==> src/rtl/core/ins_pkg.sv <==
// ----------------------------------------------------------------------------
// ins_pkg: shared types and constants of the insertion sorter
// Holds the field widths, the default capacity and the command and status
// structs that join the controller and the datapath.
// ----------------------------------------------------------------------------
`timescale 1ns / 1ps
`default_nettype none

package ins_pkg;

  // Width of one sorted element
  localparam int VALUE_W = 32;

  // Default capacity of the sorted store
  localparam int DEPTH_DEFAULT = 64;

  // Commands from the controller to the datapath
  typedef struct packed {
    logic insert;    // insert the incoming value into the store
    logic drop;      // store is full: drop the value and mark the set
    logic pop;       // move the lowest entry to the output register
  } ins_cmd_t;

  // Status from the datapath to the controller
  typedef struct packed {
    logic full;      // store holds DEPTH entries
    logic one_left;  // exactly one entry remains
    logic out_free;  // output register can take an item this cycle
  } ins_status_t;

endpackage

`default_nettype wire

==> src/rtl/core/ins_ctrl.sv <==
// ----------------------------------------------------------------------------
// ins_ctrl: sequencing of fill and drain
// Accepts items while filling, then pops the store one entry per free
// output slot until the set is emptied.
// ----------------------------------------------------------------------------
`timescale 1ns / 1ps
`default_nettype none

module ins_ctrl (
  input  wire logic                 clk,
  input  wire logic                 rst,
  input  wire logic                 in_valid,
  input  wire logic                 in_last,
  output logic                      in_ready,
  input  wire ins_pkg::ins_status_t status,
  output ins_pkg::ins_cmd_t         cmd
);

  typedef enum logic [1:0] {
    ST_FILL  = 2'b01,
    ST_DRAIN = 2'b10
  } state_t;

  state_t state;
  state_t state_next;
  logic   accept;

  assign in_ready = (state == ST_FILL);
  assign accept   = in_valid && in_ready;

  // Decode commands and the next state
  always_comb begin
    state_next = state;
    cmd        = '0;
    case (state)
      ST_FILL: begin
        if (accept) begin
          cmd.insert = !status.full;
          cmd.drop   = status.full;
          if (in_last) begin
            state_next = ST_DRAIN;
          end
        end
      end
      ST_DRAIN: begin
        if (status.out_free) begin
          cmd.pop = 1'b1;
          if (status.one_left) begin
            state_next = ST_FILL;
          end
        end
      end
      default: begin
        state_next = ST_FILL;
      end
    endcase
  end

  // Hold the state
  always_ff @(posedge clk) begin
    if (rst) begin
      state <= ST_FILL;
    end else begin
      state <= state_next;
    end
  end

endmodule

`default_nettype wire

==> config.mk <==
export PLATFORM = sky130hd
export DESIGN_NAME = ins_ctrl
export DESIGN_NICKNAME = d
export VERILOG_FILES = /design/src/rtl/core/ins_pkg.sv /design/src/rtl/core/ins_ctrl.sv
export SDC_FILE = /design/constraint.sdc
export NUM_CORES = 1
export LEC_CHECK = 0
export BUFFER_PORTS_ARGS = -buffer_cell sky130_fd_sc_hd__buf_4
export CORE_AREA = 2 2 39 41
export CTS_BUF_LIST = sky130_fd_sc_hd__clkbuf_2
export DETAILED_ROUTE_END_ITERATION = 6
export DIE_AREA = 0 0 41 43
export GPL_TIMING_DRIVEN = 1
export PLACE_DENSITY_LB_ADDON = 0.12
export SYNTH_ARGS = -nofsm -noshare
export SYNTH_HDL_FRONTEND = slang
export SYNTH_SLANG_ARGS = --single-unit
==> constraint.sdc <==
create_clock -name clk -period 1.04 [get_ports clk]
set_clock_uncertainty 0.15 [all_clocks]
set_input_delay 0 -clock clk [delete_from_list [all_inputs] [get_ports clk]]
set_output_delay 0 -clock clk [all_outputs]
set_load 0.02 [all_outputs]
; Word level (Yosys, flattened, before mapping)
; Cells that the tools add are included.
; W data, S select, Z words.
[op_classes]
n_eq_ne = 6
n_mux = 9
reduce_logical = 3
[ops]
columns = cell, n
row1 = $mux W2, 6
row2 = $ne A2 B2 Y1 const B, 3
row3 = $pmux W2 S2, 1
row4 = $reduce_and A4 Y1, 1
row5 = $eq A2 B1 Y1 const B, 1
row6 = $eq A2 B2 Y1 const B, 1
row7 = $mux W1, 2
row8 = $ne A2 B1 Y1 const B, 1
row9 = $logic_and A1 B1 Y1, 1
row10 = $logic_not A1 Y1, 1
[totals]
register_bits = 2
inputBits = 7
out_inout_bits = 4

; Logic depth before layout (Yosys ltp)
[logic_depth]
word_depth = 4
mapped_depth = 3
ltp_nobuf = 3

; Least setup slack after synthesis
; Ideal clock, no wire load.
[synth_path]
path_kind = register to register
start = register state[0]
end = register state[0]
arrival_ns = 0.813
n_path_buf = 0
setup_ns = 0.114
stages_incl_launch_ff = 4
setup_slack_ns = -0.037
path_cell_list = dfxtp_1 > nor2b_4 > nand3_2 > a21o_1
[synth_via]
elab_chain_cells = 4
elab_cells_between_ends = 9
[synth_lines]
columns = item, line
row1 = "start, declared", ins_ctrl.sv:24  ; state_t state;
row2 = "start signal, assigned", ins_ctrl.sv:64  ; state <= state_next;
row3 = $eq A2 B1 Y1 (*), ins_ctrl.sv:28  ; assign in_ready = (state == ST_FILL);
row4 = via in_ready, ins_ctrl.sv:14  ; output logic in_ready,
row5 = $logic_and A1 B1 Y1, ins_ctrl.sv:29  ; assign accept = in_valid && in_ready;
row6 = $ne A2 B1 Y1 (no line), --
row7 = $reduce_and A4 Y1 (no line), --
; Mark *: on every way through the listed nets, which the timed path passes. The rest lies on a longest branch.
; A chain may end at the register's enable or synchronous reset.

==> impl_metrics.prom <==
# TYPE chip_impl_metric gauge
chip_impl_metric{name="cts_buffer_depth",unit=""} 2
chip_impl_metric{name="worst_ep_arrival_time",unit="ns"} 0.94
chip_impl_metric{name="transition_at_the_pin_with_the_smallest_max_transition_slack",unit="ns"} 0.114
chip_impl_info{name="clock_tree_from_tritoncts",value="done"} 1
chip_impl_info{name="cts_root_buffer",value="sky130_fd_sc_hd__clkbuf_2"} 1
chip_impl_metric{name="finalCriticalPeriod",unit="ns"} 1.09
chip_impl_metric{name="synthToLayoutAreaGrowth",unit="%"} 173
chip_impl_info{name="ys_top_cells_by_area",value="sky130_fd_sc_hd__dfxtp_1 36%, sky130_fd_sc_hd__nor2b_4 13%, sky130_fd_sc_hd__nand2_1 10%, sky130_fd_sc_hd__nand3_2 9.1%, sky130_fd_sc_hd__a21o_1 6.8%"} 1
chip_impl_metric{name="die_width",unit="µm"} 41
chip_impl_metric{name="count_of_pins_on_the_block_boundary",unit=""} 11
chip_impl_metric{name="hold_depth",unit=""} 4
chip_impl_metric{name="max_clock_freq",unit="MHz"} 916
chip_impl_metric{name="synth-seq-cells",unit=""} 2
chip_impl_metric{name="synthXorXnorAreaFrac",unit="%"} 0
chip_impl_metric{name="grt_use_total",unit="%"} 4.60
chip_impl_info{name="failed_checks",value="hold timing, setup timing"} 1
chip_impl_metric{name="synth_area_per_cell",unit="µm²"} 8.47
chip_impl_metric{name="layout.nets",unit=""} 40
chip_impl_info{name="crit_end_category",value="output pin"} 1
chip_impl_metric{name="worst-endpoint-required",unit="ns"} 0.89
chip_impl_metric{name="synth_adder_area_share",unit="%"} 0
chip_impl_info{name="synth_top_family_by_area",value="simple AND/OR/NAND/NOR gates"} 1
chip_impl_metric{name="global_route.usage.met2",unit="%"} 5.94
chip_impl_metric{name="ctsHtreeMaxLevel",unit=""} 1
chip_impl_metric{name="cts.clk_slew.worst_paths",unit="ns"} 0.03
chip_impl_metric{name="insertedDiodeCount",unit=""} 0
chip_impl_info{name="start_kind",value="register"} 1
chip_impl_metric{name="pnr_worst_setup_slack",unit="ns"} -0.0521
chip_impl_metric{name="num_rows",unit=""} 14
chip_impl_metric{name="post-route-period-util",unit="%"} 105
chip_impl_info{name="grt_most_used_layer",value="met4"} 1
chip_impl_metric{name="power.switching",unit="mW"} 0.0802
chip_impl_info{name="min-delay-path-class",value="in2reg"} 1
chip_impl_metric{name="internal-power",unit="mW"} 0.213
chip_impl_metric{name="number_of_buffers_inserted_during_clock_tree_synthesis",unit=""} 3
chip_impl_metric{name="report.power.total",unit="mW"} 0.293
chip_impl_metric{name="crit_path_max_fanout",unit=""} 3
chip_impl_metric{name="share_clk_of_total_power",unit="%"} 40.6
chip_impl_metric{name="routed_wirelength",unit="µm"} 324
chip_impl_metric{name="drc",unit=""} 0
chip_impl_metric{name="global_route_wire_length_before_repair",unit="µm"} 496
chip_impl_metric{name="power_density",unit="nW/µm²"} 977
chip_impl_metric{name="largest_register_ffs",unit=""} 2
chip_impl_metric{name="max-slew-margin-rel",unit="%"} 92.4
chip_impl_metric{name="synth.mux.area_fraction",unit="%"} 0
chip_impl_info{name="run_status",value="complete, but fails checks"} 1
chip_impl_metric{name="placeableCoreArea",unit="µm²"} 1380
chip_impl_metric{name="cts_sinks",unit=""} 2
chip_impl_info{name="timing.hold.worst.start",value="status[1]"} 1
chip_impl_metric{name="insertion_delay",unit="ns"} 0.19
chip_impl_metric{name="synth.top_cell.area_share",unit="%"} 36.4
chip_impl_metric{name="place.port_buffers",unit=""} 10
chip_impl_metric{name="die_h",unit="µm"} 43
chip_impl_metric{name="global_route.overflow_total",unit=""} 0
chip_impl_info{name="register_with_the_most_flip_flops",value="state"} 1
chip_impl_metric{name="p_leak",unit="nW"} 0.137
chip_impl_metric{name="antenna_found_initial",unit=""} 0
chip_impl_info{name="rr_endpoint",value="state[0]"} 1
chip_impl_metric{name="register_area_share_after_synthesis",unit="%"} 36.4
chip_impl_metric{name="detailroute.via_count",unit=""} 152
chip_impl_metric{name="final_hold_viol_count",unit=""} 1
chip_impl_metric{name="worst_r2r_path_depth",unit=""} 4
chip_impl_metric{name="finalWeightedCongestion",unit=""} 0.572
chip_impl_metric{name="mappedNetlistArea",unit="µm²"} 110
chip_impl_metric{name="synthesis.instances",unit=""} 13
chip_impl_metric{name="power.share.switching",unit="%"} 27.3
chip_impl_metric{name="global_route_met1_utilization",unit="%"} 4.76
chip_impl_metric{name="iteration_0_drc_count_of_the_detailed_router",unit=""} 0
chip_impl_metric{name="post_synth_num_cell_types",unit=""} 9
chip_impl_metric{name="synth_simple_gate_area_share",unit="%"} 52.3
chip_impl_metric{name="maximum_number_of_pins_on_one_net_before_global_route_repair",unit=""} 4
chip_impl_metric{name="routed_via_density",unit=""} 3.23
chip_impl_metric{name="grtUsageMet3",unit="%"} 1.57
chip_impl_info{name="rsz0062_at_grt",value="yes"} 1
chip_impl_metric{name="first_global_vias",unit=""} 147
chip_impl_info{name="yosysTopAreaCell",value="sky130_fd_sc_hd__dfxtp_1"} 1
chip_impl_info{name="min_delay_worst_endpoint",value="state[1]"} 1
chip_impl_metric{name="starting_density_of_the_core",unit="%"} 7.96
chip_impl_metric{name="r2r_setup_slack",unit="ns"} -0.05
chip_impl_metric{name="sequentialPowerShare",unit="%"} 28.9
chip_impl_metric{name="peakVddDrop",unit="mV"} 0.382
chip_impl_metric{name="drt-pass1-iter-count",unit=""} 1
chip_impl_metric{name="synth_nets",unit=""} 20
chip_impl_info{name="reg.largest.list",value="state (2)"} 1
chip_impl_metric{name="maxSlewViolCount",unit=""} 0
chip_impl_metric{name="detail-route-antenna-nets",unit=""} 0
chip_impl_metric{name="yosys_warnings",unit=""} 0
chip_impl_info{name="r2r-start",value="state[0]"} 1
chip_impl_metric{name="share_of_post_route_cells_with_drive_strength_above_1",unit="%"} 74.2
chip_impl_metric{name="share_comb_of_total_power",unit="%"} 30.5
chip_impl_metric{name="setup_viol_count_final",unit=""} 3
chip_impl_metric{name="maxCapViolations",unit=""} 0
chip_impl_info{name="critPathKind",value="reg2out"} 1
chip_impl_metric{name="drt-wirelength-per-cell",unit="µm"} 6.89
chip_impl_metric{name="layoutNonFillerInstCount",unit=""} 47
chip_impl_metric{name="synth-compound-area-share",unit="%"} 11.4
chip_impl_metric{name="hold-worst-slack",unit="ns"} -0.0141
chip_impl_metric{name="fp.dieArea",unit="µm²"} 1760
chip_impl_metric{name="dpl.cell_count",unit=""} 39
chip_impl_metric{name="detailedPlace.worstSlack",unit="ns"} 0.0372
-- placed cells by master, fill, tap and decap left out --
cell type                       instances
sky130_fd_sc_hd__nor2_2                 1
sky130_fd_sc_hd__nor2b_4                1
sky130_fd_sc_hd__nand2_1                3
sky130_fd_sc_hd__nand3_2                1
sky130_fd_sc_hd__dfxtp_2                2
sky130_fd_sc_hd__dlygate4sd3_1          3
sky130_fd_sc_hd__buf_4                  8
sky130_fd_sc_hd__nand3b_1               1
sky130_fd_sc_hd__nor2_4                 1
sky130_fd_sc_hd__a21o_1                 1
sky130_fd_sc_hd__a21oi_2                1
sky130_fd_sc_hd__and3_4                 1
sky130_fd_sc_hd__buf_6                  4
sky130_fd_sc_hd__clkbuf_2               3
-- cell families after synthesis --
family / count (synthesis)
and+or+nand+nor: 9
DFF: 2
AOI/OAI and AO/OA: 2
-- power groups by stage --
| stage | registers, mW | logic (mW) | clock network (mW) |
|---|---|---|---|
| floorplan | 0.0849 | 0.0290 | 0 |
| global placement | 0.0853 | 0.0631 | 0 |
| detailed placement | 0.0855 | 0.0630 | 0 |
| CTS | 0.0846 | 0.0825 | 0.132 |
| global route | 0.0848 | 0.0973 | 0.136 |
| finish | 0.0848 | 0.0894 | 0.119 |
-- cells in the mapped netlist (all sizes together) --
master and instances:
nand2 3, dfxtp 2, nor2 2, a21o 1
a21oi 1, and3 1, nand3 1, nand3b 1
nor2b 1
-- stage by stage --
step | TNS (ns) | cell area, µm² | utilization [%]
finish | -0.137 | 300 | 21.7
floorplan | -0.000498 | 114 | -
CTS | -0.195 | 272 | 19.6
global placement | 0 | 209 | 15.1
detailed placement | 0 | 209 | 15.1
global route | -0.375 | 300 | 21.7
-- timing repair --
action,in CTS,in global routing
hold endpoints to repair,2,2
hold buffers,2,1
pin swaps,1,1
setup buffers,2,0
setup endpoints to repair,3,6
resized for setup,4,5
-- per-layer routing --
| layer | wire length (µm) | part of all wire, % | up-vias |
|---|---|---|---|
| li1 | - | - | 80 |
| met1 | 142 | 44 | 63 |
| met2 | 136 | 42 | 9 |
| met3 | 45 | 14 | 0 |
| met4 | 0 | 0 | 0 |
| met5 | 0 | 0 | - |
-- how the worst max path moves through the flow --
stage               end  slack, ns      from
3_5_place_dp   state[0]       0.04  state[0]
6_report         cmd[1]      -0.05  state[0]
5_1_grt          cmd[2]      -0.11  state[0]
3_3_place_gp   state[0]       0.04  state[1]
4_1_cts          cmd[1]      -0.07  state[0]
2_1_floorplan  state[0]    -0.0005  state[0]
-- area by class of cell --
class,instances,area (µm²)
Multi-Input combinational cell,11,87.6
Tap cell,16,20.0
Sequential cell,2,42.5
Clock buffer,3,15.0
Fill cell,154,1080
Timing Repair Buffer,15,135
-- critical path: stages, from the launching register on --
cell	delay [ns]
sky130_fd_sc_hd__dfxtp_2	0.32
sky130_fd_sc_hd__nor2b_4	0.15
sky130_fd_sc_hd__and3_4	0.18
sky130_fd_sc_hd__buf_6	0.11
Power figures use the tool's default switching activity.
